`src/rtl/obd_pkg.sv`:
```
// ----------------------------------------------------------------------------
// obd_pkg
// shared types, codes and character helpers of the obd response hex parser
// ----------------------------------------------------------------------------
`default_nettype none

package obd_pkg;

   localparam int RESP_CHAR_W  = 8;
   localparam int DATA_BYTE_W  = 8;
   localparam int BYTE_INDEX_W = 5;
   localparam int STATUS_W     = 3;
   localparam int CSR_DATA_W   = 32;
   localparam int CSR_ADDR_W   = 3;

   localparam logic [7:0] PREAMBLE_BASE = 8'h40;
   localparam logic [7:0] MODE_RESET    = 8'h01;

   localparam logic [2:0] ND_LEN = 3'd7;
   localparam logic [4:0] NC_LEN = 5'd17;

   localparam logic [CSR_ADDR_W-1:0] CSR_SERVICE_MODE = 3'd0;

   typedef enum logic [STATUS_W-1:0] {
      ST_OK         = 3'd0,
      ST_NO_DATA    = 3'd1,
      ST_NO_CONNECT = 3'd2,
      ST_NO_PRE     = 3'd3,
      ST_ODD        = 3'd4,
      ST_OVERFLOW   = 3'd5
   } status_type;

   typedef enum logic {
      KIND_DATA   = 1'b0,
      KIND_STATUS = 1'b1
   } kind_type;

   typedef struct packed {
      logic                    kind;
      logic [DATA_BYTE_W-1:0]  data_byte;
      logic [BYTE_INDEX_W-1:0] byte_index;
      logic [STATUS_W-1:0]     status;
      logic                    last;
   } rsp_item_type;

   // "NO DATA"
   function automatic logic [7:0] nd_char(input logic [2:0] idx);
      logic [7:0] c;
      case (idx)
         3'd0: c = "N";
         3'd1: c = "O";
         3'd2: c = " ";
         3'd3: c = "D";
         3'd4: c = "A";
         3'd5: c = "T";
         3'd6: c = "A";
         default: c = 8'h00;
      endcase
      return c;
   endfunction

   // "UNABLE TO CONNECT"
   function automatic logic [7:0] nc_char(input logic [4:0] idx);
      logic [7:0] c;
      case (idx)
         5'd0:  c = "U";
         5'd1:  c = "N";
         5'd2:  c = "A";
         5'd3:  c = "B";
         5'd4:  c = "L";
         5'd5:  c = "E";
         5'd6:  c = " ";
         5'd7:  c = "T";
         5'd8:  c = "O";
         5'd9:  c = " ";
         5'd10: c = "C";
         5'd11: c = "O";
         5'd12: c = "N";
         5'd13: c = "N";
         5'd14: c = "E";
         5'd15: c = "C";
         5'd16: c = "T";
         default: c = 8'h00;
      endcase
      return c;
   endfunction

   function automatic logic [7:0] hex_char(input logic [3:0] nib);
      logic [7:0] c;
      if (nib < 4'd10) begin
         c = 8'h30 + {4'h0, nib};
      end else begin
         c = 8'h37 + {4'h0, nib};
      end
      return c;
   endfunction

   // returns {is_hex, nibble}
   function automatic logic [4:0] hex_value(input logic [7:0] c);
      logic [7:0] v;
      logic       ok;
      v  = 8'h00;
      ok = 1'b0;
      if (c >= "0" && c <= "9") begin
         v  = c - 8'h30;
         ok = 1'b1;
      end else if (c >= "A" && c <= "F") begin
         v  = c - 8'h37;
         ok = 1'b1;
      end else if (c >= "a" && c <= "f") begin
         v  = c - 8'h57;
         ok = 1'b1;
      end
      return {ok, v[3:0]};
   endfunction

endpackage

`default_nettype wire

```
`src/rtl/obd_req_if.sv`:
```
// ----------------------------------------------------------------------------
// obd_req_if
// input word channel: one response character with its end marker
// ----------------------------------------------------------------------------
`default_nettype none

interface obd_req_if
   import obd_pkg::*;
();
   logic                   valid;
   logic                   ready;
   logic [RESP_CHAR_W-1:0] resp_char;
   logic                   end_of_response;

   modport source (output valid, output resp_char, output end_of_response, input ready);
   modport sink   (input valid, input resp_char, input end_of_response, output ready);
endinterface

`default_nettype wire

```
`src/rtl/obd_rsp_if.sv`:
```
// ----------------------------------------------------------------------------
// obd_rsp_if
// result word channel: data byte or final status
// ----------------------------------------------------------------------------
`default_nettype none

interface obd_rsp_if
   import obd_pkg::*;
();
   logic                    valid;
   logic                    ready;
   logic                    kind;
   logic [DATA_BYTE_W-1:0]  data_byte;
   logic [BYTE_INDEX_W-1:0] byte_index;
   logic [STATUS_W-1:0]     status;
   logic                    last;

   modport source (output valid, output kind, output data_byte, output byte_index,
                   output status, output last, input ready);
   modport sink   (input valid, input kind, input data_byte, input byte_index,
                   input status, input last, output ready);
endinterface

`default_nettype wire

```
`src/rtl/obd_response_hex_parser.sv`:
```
// ----------------------------------------------------------------------------
// obd_response_hex_parser
// a result word is written into the result queue when its character is taken
// one character per cycle while two queue entries are free; a character that
//   ends the response after completing a byte yields two words, which drain
//   one per cycle; the four-entry result queue sets the pace when rsp backs up
// reset: synchronous, clears parser state and queue, service_mode back to 1
// ----------------------------------------------------------------------------
`default_nettype none

module obd_response_hex_parser
   import obd_pkg::*;
#(
   parameter int MAX_BYTES = 32
) (
   input  wire logic                  clock,
   input  wire logic                  reset,
   obd_req_if.sink                    req_ch,
   obd_rsp_if.source                  rsp_ch,
   input  wire logic                  psel,
   input  wire logic                  penable,
   input  wire logic                  pwrite,
   input  wire logic [CSR_ADDR_W-1:0] paddr,
   input  wire logic [CSR_DATA_W-1:0] pwdata,
   output logic      [CSR_DATA_W-1:0] prdata,
   output logic                       pready
);

   localparam int CW = $clog2(MAX_BYTES + 1);

   // configuration
   logic [7:0] service_mode_ff;
   logic       csr_wr;

   assign pready = 1'b1;
   assign csr_wr = psel && penable && pwrite && (paddr == CSR_SERVICE_MODE);
   assign prdata = (paddr == CSR_SERVICE_MODE) ?
                   {{(CSR_DATA_W-8){1'b0}}, service_mode_ff} : '0;

   always_ff @(posedge clock) begin
      if (reset) begin
         service_mode_ff <= MODE_RESET;
      end else if (csr_wr) begin
         service_mode_ff <= pwdata[7:0];
      end
   end

   // parser state
   logic [2:0]    nd_prog_ff, nd_prog_in;
   logic [4:0]    nc_prog_ff, nc_prog_in;
   logic          saw_nd_ff, saw_nd_in;
   logic          saw_nc_ff, saw_nc_in;
   logic          prev_first_ff, prev_first_in;
   logic          in_data_ff, in_data_in;
   logic [3:0]    high_nib_ff, high_nib_in;
   logic          have_high_ff, have_high_in;
   logic [CW-1:0] byte_cnt_ff, byte_cnt_in;
   logic          ovf_ff, ovf_in;

   // result queue
   rsp_item_type q_mem [4];
   logic [1:0]   q_wr_ff, q_rd_ff;
   logic [2:0]   q_cnt_ff, q_cnt_in;

   logic         accept, pop;
   logic [7:0]   c;
   logic [7:0]   pre, p1, p2;
   logic [4:0]   hv;
   logic [7:0]   pkt;
   logic         emit_data;
   logic [7:0]   emit_byte;
   logic [CW+4:0] idx_ext;
   logic [2:0]   st;
   rsp_item_type data_item, stat_item, item0, item1;
   logic [1:0]   n_push;

   assign accept = req_ch.valid && req_ch.ready;
   assign pop    = rsp_ch.valid && rsp_ch.ready;
   assign c      = req_ch.resp_char;

   assign req_ch.ready = (q_cnt_ff <= 3'd2);

   always_comb begin
      pre = PREAMBLE_BASE + service_mode_ff;
      p1  = hex_char(pre[7:4]);
      p2  = hex_char(pre[3:0]);
      hv  = hex_value(c);

      nd_prog_in    = nd_prog_ff;
      nc_prog_in    = nc_prog_ff;
      saw_nd_in     = saw_nd_ff;
      saw_nc_in     = saw_nc_ff;
      prev_first_in = prev_first_ff;
      in_data_in    = in_data_ff;
      high_nib_in   = high_nib_ff;
      have_high_in  = have_high_ff;
      byte_cnt_in   = byte_cnt_ff;
      ovf_in        = ovf_ff;
      emit_data     = 1'b0;
      emit_byte     = pre;
      idx_ext       = '0;
      pkt           = {high_nib_ff, hv[3:0]};

      // text matchers
      if (nd_prog_ff < ND_LEN && c == nd_char(nd_prog_ff)) begin
         if (nd_prog_ff + 3'd1 == ND_LEN) begin
            nd_prog_in = 3'd0;
            saw_nd_in  = 1'b1;
         end else begin
            nd_prog_in = nd_prog_ff + 3'd1;
         end
      end else begin
         nd_prog_in = (c == nd_char(3'd0)) ? 3'd1 : 3'd0;
      end

      if (nc_prog_ff < NC_LEN && c == nc_char(nc_prog_ff)) begin
         if (nc_prog_ff + 5'd1 == NC_LEN) begin
            nc_prog_in = 5'd0;
            saw_nc_in  = 1'b1;
         end else begin
            nc_prog_in = nc_prog_ff + 5'd1;
         end
      end else begin
         nc_prog_in = (c == nc_char(5'd0)) ? 5'd1 : 5'd0;
      end

      // preamble search and nibble packing
      if (!in_data_ff) begin
         if (prev_first_ff && c == p2) begin
            in_data_in   = 1'b1;
            have_high_in = 1'b0;
            byte_cnt_in  = CW'(1);
            emit_data    = 1'b1;
            emit_byte    = pre;
            idx_ext      = '0;
         end
         prev_first_in = (c == p1);
      end else if (hv[4]) begin
         if (!have_high_ff) begin
            high_nib_in  = hv[3:0];
            have_high_in = 1'b1;
         end else begin
            have_high_in = 1'b0;
            if (byte_cnt_ff < CW'(MAX_BYTES)) begin
               emit_data   = 1'b1;
               emit_byte   = pkt;
               idx_ext     = {5'd0, byte_cnt_ff};
               byte_cnt_in = byte_cnt_ff + CW'(1);
            end else begin
               ovf_in = 1'b1;
            end
         end
      end

      if (saw_nd_in) begin
         st = ST_NO_DATA;
      end else if (saw_nc_in) begin
         st = ST_NO_CONNECT;
      end else if (!in_data_in) begin
         st = ST_NO_PRE;
      end else if (have_high_in) begin
         st = ST_ODD;
      end else if (ovf_in) begin
         st = ST_OVERFLOW;
      end else begin
         st = ST_OK;
      end

      // end of response clears per-response state
      if (req_ch.end_of_response) begin
         nd_prog_in    = '0;
         nc_prog_in    = '0;
         saw_nd_in     = 1'b0;
         saw_nc_in     = 1'b0;
         prev_first_in = 1'b0;
         in_data_in    = 1'b0;
         high_nib_in   = '0;
         have_high_in  = 1'b0;
         byte_cnt_in   = '0;
         ovf_in        = 1'b0;
      end

      data_item.kind       = KIND_DATA;
      data_item.data_byte  = emit_byte;
      data_item.byte_index = idx_ext[4:0];
      data_item.status     = ST_OK;
      data_item.last       = 1'b0;

      stat_item.kind       = KIND_STATUS;
      stat_item.data_byte  = '0;
      stat_item.byte_index = '0;
      stat_item.status     = st;
      stat_item.last       = 1'b1;

      item0  = emit_data ? data_item : stat_item;
      item1  = stat_item;
      n_push = 2'({1'b0, emit_data} + {1'b0, req_ch.end_of_response});
      if (!accept) begin
         n_push = 2'd0;
      end

      q_cnt_in = q_cnt_ff + {1'b0, n_push} - {2'b00, pop};
   end

   always_ff @(posedge clock) begin
      if (reset) begin
         nd_prog_ff    <= '0;
         nc_prog_ff    <= '0;
         saw_nd_ff     <= 1'b0;
         saw_nc_ff     <= 1'b0;
         prev_first_ff <= 1'b0;
         in_data_ff    <= 1'b0;
         high_nib_ff   <= '0;
         have_high_ff  <= 1'b0;
         byte_cnt_ff   <= '0;
         ovf_ff        <= 1'b0;
      end else if (accept) begin
         nd_prog_ff    <= nd_prog_in;
         nc_prog_ff    <= nc_prog_in;
         saw_nd_ff     <= saw_nd_in;
         saw_nc_ff     <= saw_nc_in;
         prev_first_ff <= prev_first_in;
         in_data_ff    <= in_data_in;
         high_nib_ff   <= high_nib_in;
         have_high_ff  <= have_high_in;
         byte_cnt_ff   <= byte_cnt_in;
         ovf_ff        <= ovf_in;
      end
   end

   always_ff @(posedge clock) begin
      if (reset) begin
         q_wr_ff  <= '0;
         q_rd_ff  <= '0;
         q_cnt_ff <= '0;
      end else begin
         q_wr_ff  <= q_wr_ff + n_push;
         q_rd_ff  <= q_rd_ff + {1'b0, pop};
         q_cnt_ff <= q_cnt_in;
      end
   end

   always_ff @(posedge clock) begin
      if (n_push != 2'd0) begin
         q_mem[q_wr_ff] <= item0;
      end
      if (n_push == 2'd2) begin
         q_mem[q_wr_ff + 2'd1] <= item1;
      end
   end

   assign rsp_ch.valid      = (q_cnt_ff != 3'd0);
   assign rsp_ch.kind       = q_mem[q_rd_ff].kind;
   assign rsp_ch.data_byte  = q_mem[q_rd_ff].data_byte;
   assign rsp_ch.byte_index = q_mem[q_rd_ff].byte_index;
   assign rsp_ch.status     = q_mem[q_rd_ff].status;
   assign rsp_ch.last       = q_mem[q_rd_ff].last;

endmodule

`default_nettype wire

```
`src/flat_wrapper.sv`:
```
// flat-port wrapper written by rule: the top's interface ports become plain ports
module obd_response_hex_parser_flat import obd_pkg::*;
#(
   parameter int MAX_BYTES = 32
)
  (clock, reset, psel, penable, pwrite, paddr, pwdata, prdata, pready, req_ch_valid, req_ch_resp_char, req_ch_end_of_response, req_ch_ready, rsp_ch_valid, rsp_ch_kind, rsp_ch_data_byte, rsp_ch_byte_index, rsp_ch_status, rsp_ch_last, rsp_ch_ready);
  obd_req_if req_ch_i ();
  obd_rsp_if rsp_ch_i ();
  input  wire logic clock;
  input  wire logic reset;
  input  wire logic psel;
  input  wire logic penable;
  input  wire logic pwrite;
  input  wire logic [CSR_ADDR_W-1:0] paddr;
  input  wire logic [CSR_DATA_W-1:0] pwdata;
  output logic      [CSR_DATA_W-1:0] prdata;
  output logic pready;
  input wire logic [$bits(req_ch_i.valid)-1:0] req_ch_valid;
  input wire logic [$bits(req_ch_i.resp_char)-1:0] req_ch_resp_char;
  input wire logic [$bits(req_ch_i.end_of_response)-1:0] req_ch_end_of_response;
  output wire logic [$bits(req_ch_i.ready)-1:0] req_ch_ready;
  output wire logic [$bits(rsp_ch_i.valid)-1:0] rsp_ch_valid;
  output wire logic [$bits(rsp_ch_i.kind)-1:0] rsp_ch_kind;
  output wire logic [$bits(rsp_ch_i.data_byte)-1:0] rsp_ch_data_byte;
  output wire logic [$bits(rsp_ch_i.byte_index)-1:0] rsp_ch_byte_index;
  output wire logic [$bits(rsp_ch_i.status)-1:0] rsp_ch_status;
  output wire logic [$bits(rsp_ch_i.last)-1:0] rsp_ch_last;
  input wire logic [$bits(rsp_ch_i.ready)-1:0] rsp_ch_ready;
  assign req_ch_i.valid = req_ch_valid;
  assign req_ch_i.resp_char = req_ch_resp_char;
  assign req_ch_i.end_of_response = req_ch_end_of_response;
  assign req_ch_ready = req_ch_i.ready;
  assign rsp_ch_valid = rsp_ch_i.valid;
  assign rsp_ch_kind = rsp_ch_i.kind;
  assign rsp_ch_data_byte = rsp_ch_i.data_byte;
  assign rsp_ch_byte_index = rsp_ch_i.byte_index;
  assign rsp_ch_status = rsp_ch_i.status;
  assign rsp_ch_last = rsp_ch_i.last;
  assign rsp_ch_i.ready = rsp_ch_ready;
  obd_response_hex_parser #(.MAX_BYTES(MAX_BYTES)) u_core (.clock(clock), .reset(reset), .req_ch(req_ch_i), .rsp_ch(rsp_ch_i), .psel(psel), .penable(penable), .pwrite(pwrite), .paddr(paddr), .pwdata(pwdata), .prdata(prdata), .pready(pready));
endmodule
```
`config.mk`:
```
export PLATFORM = sky130hd
export DESIGN_NAME = obd_response_hex_parser_flat
export DESIGN_NICKNAME = d
export VERILOG_FILES = /design/src/rtl/obd_pkg.sv /design/src/rtl/obd_req_if.sv /design/src/rtl/obd_rsp_if.sv /design/src/rtl/obd_response_hex_parser.sv /design/src/flat_wrapper.sv
export SDC_FILE = /design/constraint.sdc
export NUM_CORES = 1
export LEC_CHECK = 0
export BUFFER_PORTS_ARGS = -buffer_cell sky130_fd_sc_hd__buf_2
export CORE_ASPECT_RATIO = 1.5
export CORE_MARGIN = 2
export CORE_UTILIZATION = 40
export CTS_BUF_LIST = sky130_fd_sc_hd__clkbuf_4
export DETAILED_ROUTE_END_ITERATION = 8
export PLACE_DENSITY = 0.69
export SYNTH_ARGS = -nofsm -noshare
export SYNTH_HDL_FRONTEND = slang
export SYNTH_SLANG_ARGS = --single-unit
```
`constraint.sdc`:
```
create_clock -name clock -period 3.3 [get_ports clock]
set_input_delay 0.33 -clock clock [delete_from_list [all_inputs] [get_ports clock]]
set_output_delay 0.33 -clock clock [all_outputs]
set_load 0.01 [all_outputs]
```
==> results.rst <==
.. list-table::
   :header-rows: 1

   * - Metric
     - Value
   * - Result of the run
     - completed
   * - Power density of the placed cells
     - between 400 and 500 mW/mm^2
   * - Count of routing violations after the opening detailed-route iteration
     - 262
   * - Num rows
     - 56
   * - Instance count on the critical path
     - 16
   * - Crit path max-delay cell type
     - sky130_fd_sc_hd__fa_1
   * - Largest buffer count on any clock path
     - 2
   * - Drt pass-1 iters
     - 4
   * - Die area
     - roughly 0.017 sq mm
   * - Max-slew violation count
     - 0
   * - Post-detailed-placement half-perimeter wirelength
     - 11710 um
   * - Remaining antenna violation count after routing
     - 0
   * - Worst skew pair latency
     - 520 ps
   * - Layout Area Growth over Synthesis
     - 15.13%
   * - TritonCTS clock tree
     - yes
   * - Maxcap violations
     - 0
   * - Fraction of the yosys area taken by sequential cells
     - 0.3749
   * - Setup fix buffers added after clock tree synthesis
     - 0
   * - Via count of the first global-routing pass
     - approximately 5400
   * - Die extent in y
     - 159.0 um
   * - Final Power
     - 3.142 mW
   * - Final cell count without fillers
     - 1006
   * - Dominant register cell in the synthesized netlist
     - sky130_fd_sc_hd__dfxtp_1
   * - Most frequent standard cell in the layout excluding fill and tap cells
     - sky130_fd_sc_hd__dfxtp_1
   * - Leakage power
     - 2.875 nW
   * - Commonest cells after routing, fill and taps aside
     - sky130_fd_sc_hd__dfxtp_1 (102), sky130_fd_sc_hd__nand2_1 (59), sky130_fd_sc_hd__nor2_1 (58), sky130_fd_sc_hd__buf_2 (54), sky130_fd_sc_hd__buf_4 (50)
   * - Stage delay of the slowest cell on the critical path
     - roughly 400 ps
   * - Input/output buffers
     - 54
   * - RSZ-0062 raised after global routing
     - no
   * - Initial antenna violation count
     - 1
   * - Global-route wire length before repair
     - 25590 um
   * - Distinct cells, synth
     - 75
   * - Critical path origin
     - u_core.service_mode_ff[0]
   * - Final worst-path cycle share
     - 0.9266
   * - Number of cells produced by synthesis
     - 707
   * - Number of inserted filler cells in the final layout
     - 1578
   * - Clk sink count
     - 114
   * - Combined flip-flop and latch cell area
     - 0.002402 sq mm
   * - Routed len/inst
     - about 16 um
   * - Area inside the core boundary
     - 0.01570 sq mm
   * - Crit-path cells
     - inv_1 -> ha_1 -> xor2_1 -> and3_1 -> o2111ai_1 -> nor4_4 -> nand2_2 -> nand2_2 -> ha_4 -> and3_1 -> ha_1 -> inv_1 -> fa_1 -> xnor2_2 -> xnor2_1 -> nor2_1
   * - Reg-to-Reg Start
     - u_core.service_mode_ff[0]
   * - Max Clock Skew
     - 15.91 ps
   * - Clock-pin slew on the worst setup and hold paths
     - about 110 ps
   * - Number of setup violations in the final report
     - 0
   * - Fraction of post-synthesis cell area in the top cell type by area
     - 0.3186
   * - Worst slew slack as a fraction of its limit
     - 0.3716
   * - Combined area of the multi-input logic cells
     - 0.003655 sq mm
   * - Highest fanout seen on the critical path
     - 6
   * - Top-level port count
     - 104
   * - Fmax
     - ~0.33 GHz
   * - Clk Tree Root Cell
     - sky130_fd_sc_hd__clkbuf_4
   * - Cell Area, Synth
     - 0.006409 sq mm
   * - Die span in x
     - 107.4 um
   * - # placed instances
     - roughly 970
   * - Number of CTS-inserted buffers
     - 17
   * - EDFF count, synth
     - 12
   * - Final weighted congestion of routability-driven global placement
     - 0.8881
   * - Reg2reg end
     - u_core.q_cnt_ff[2]
   * - Flop and latch count out of synthesis
     - 114
   * - Top cells by area, synth
     - sky130_fd_sc_hd__dfxtp_1 (32%), sky130_fd_sc_hd__mux4_2 (6.0%), sky130_fd_sc_hd__ha_1 (5.7%)
   * - Final net count
     - 870
   * - Total gr overflow
     - 0
   * - Total of warnings raised by yosys
     - 0
   * - Async set-or-reset flop fraction in the synthesized netlist
     - 0
   * - Total DRC errors in the routed layout
     - 0
   * - Total Routed Length
     - 15690 um
   * - Biggest area consumer among synthesized cells
     - sky130_fd_sc_hd__dfxtp_1
   * - Slew at the pin closest to its max-slew limit
     - 941.3 ps
   * - Startpoint class of the critical path
     - flop
   * - Total routing usage reported by global routing
     - 0.1860
   * - Number of failing hold endpoints at the final stage
     - 0
   * - Maximum VDD drop
     - about 180 uV
   * - Initial core utilization
     - 0.4083
   * - Pin count of the biggest net entering global routing
     - 22
   * - Register-to-Register Path Depth
     - 16
   * - Number of H-tree levels
     - 4
   * - Gate family responsible for the most delay along the worst path
     - simple AND/OR/NAND/NOR gates
   * - Synth Area per Inst
     - 9.065 sq um
   * - Hold bufs inserted after CTS
     - 0
   * - Type of the tightest min-delay check
     - input pin to flop
   * - Share of post-route cells with drive strength above 1
     - 0.2269
   * - End point of the critical path
     - u_core.q_cnt_ff[2]
   * - TNS Setup
     - 0 ps
   * - Required time worst endpoint
     - around 3700 ps
   * - Hold path start
     - pwdata[0]
   * - Reg2reg setup slack
     - 240 ps
   * - Tmin final
     - 3058 ps
   * - WS Path Type
     - flop to flop
   * - Critical Path AT
     - 3480 ps
   * - Critical Path Sink Type
     - flop
   * - Number of buffers and inverters on the critical path
     - 2
   * - Total number of vias
     - 5465
   * - Resized Gates After CTS
     - 0
   * - Average vias per placed instance
     - 5.432
==> sequential cells by signal, indices dropped and copies added, names as in the netlist, named ones only <==
name,flops
u_core.in_data_ff,1
u_core.saw_nd_ff,1
u_core.prev_first_ff,1
u_core.byte_cnt_ff,6
u_core.service_mode_ff,8
u_core.q_wr_ff,2
u_core.have_high_ff,1
u_core.saw_nc_ff,1
u_core.q_cnt_ff,3
u_core.q_rd_ff,2
u_core.high_nib_ff,4
u_core.ovf_ff,1
u_core.nc_prog_ff,5
u_core.q_mem,68
u_core.nd_prog_ff,3
==> how the worst min path moves through the flow <==
stage	endpoint	slack (ps)	depth (start not counted)
floorplan	u_core.q_mem[2][0]	420	2
global placement	u_core.q_mem[2][14]	430	2
detailed placement	u_core.q_mem[2][0]	430	2
CTS	u_core.service_mode_ff[0]	10	3
global route	u_core.service_mode_ff[0]	20	3
finish	u_core.service_mode_ff[0]	40	3
==> cell families after synthesis <==
group / synth area share
other: 0.001172
buffers and inverters: 0.07946
AOI/OAI and AO/OA: 0.1989
muxes: 0.08200
adders and majority gates: 0.06130
and+or+nand+nor: 0.1722
xor gates and xnor gates: 0.03007
DFF: 0.3749
==> power breakdown <==
| group | total (mW) | internal, mW | switching (mW) |
|---|---|---|---|
| registers | 1.50 | 1.45 | 0.0511 |
| clock network | 0.970 | 0.378 | 0.593 |
| logic | 0.668 | 0.305 | 0.363 |
==> stage by stage <==
step	util	hold WS (ps)	instance area, sq um	setup WS (ps)
2_1_floorplan	-	417.7	6544	0.3515
3_3_place_gp	0.4511	429.1	7079	63.91
3_5_place_dp	0.4511	435.0	7079	60.70
4_1_cts	0.4678	14.77	7342	58.24
5_1_grt	0.4701	22.96	7378	9.166
6_report	0.4701	41.68	7378	242.3
==> per-layer routing <==
layer  routed length, um  part of all wire  vias to the layer above  track usage
met3                 496             0.032                       34      0.02947
met1                6052              0.39                     2649       0.1951
met2                8730              0.56                      109       0.3541
li1                    -                 -                     2673            -
met5                   0                 0                        -            0
met4                 409             0.026                        0      0.08392
==> cells in the mapped netlist (3+ instances only) <==
cell type,instances
sky130_fd_sc_hd__a31oi_1,8
sky130_fd_sc_hd__mux4_2,17
sky130_fd_sc_hd__a211oi_1,8
sky130_fd_sc_hd__a32oi_1,3
sky130_fd_sc_hd__nand3_1,11
sky130_fd_sc_hd__or4_1,3
sky130_fd_sc_hd__ha_1,29
sky130_fd_sc_hd__a22oi_1,12
sky130_fd_sc_hd__nor3_1,18
sky130_fd_sc_hd__nor4_1,4
sky130_fd_sc_hd__buf_6,3
sky130_fd_sc_hd__or3_1,9
sky130_fd_sc_hd__o221ai_1,3
sky130_fd_sc_hd__nand4b_1,4
sky130_fd_sc_hd__buf_1,3
sky130_fd_sc_hd__clkbuf_1,28
sky130_fd_sc_hd__mux2i_1,12
sky130_fd_sc_hd__nand2_1,62
sky130_fd_sc_hd__nand2b_1,10
sky130_fd_sc_hd__inv_1,33
sky130_fd_sc_hd__nor2b_1,9
sky130_fd_sc_hd__o21a_1,5
sky130_fd_sc_hd__and2_1,14
sky130_fd_sc_hd__buf_4,27
sky130_fd_sc_hd__nand4_1,5
sky130_fd_sc_hd__nor2_1,58
sky130_fd_sc_hd__o211ai_1,4
sky130_fd_sc_hd__a22o_1,29
sky130_fd_sc_hd__o21ai_0,50
sky130_fd_sc_hd__dfxtp_1,102
sky130_fd_sc_hd__a21oi_1,30
sky130_fd_sc_hd__edfxtp_1,12
sky130_fd_sc_hd__a21o_1,4
sky130_fd_sc_hd__buf_2,4
sky130_fd_sc_hd__o22ai_1,3
sky130_fd_sc_hd__xnor2_1,9
sky130_fd_sc_hd__a221oi_1,3
sky130_fd_sc_hd__xor2_1,13
==> cell type report <==
| type | instances | share of cell area |
|---|---|---|
| Antenna cell | 1 | 0.0003392 |
| Timing Repair Buffer | 105 | 0.09022 |
| Sequential cell | 114 | 0.3256 |
| Clock buffer | 17 | 0.01730 |
| Inverter | 35 | 0.01848 |
| Multi-Input combinational cell | 516 | 0.4953 |
| Tap cell | 203 | 0.03442 |
| Clock inverter | 15 | 0.01831 |
==> worst min-delay path: cells and delay by family <==
family | cells | cell delay [ps]
simple gates | 1 | 40
buf+inv | 1 | 70
compound gates | 1 | 70
Power figures use the tool's default switching activity.
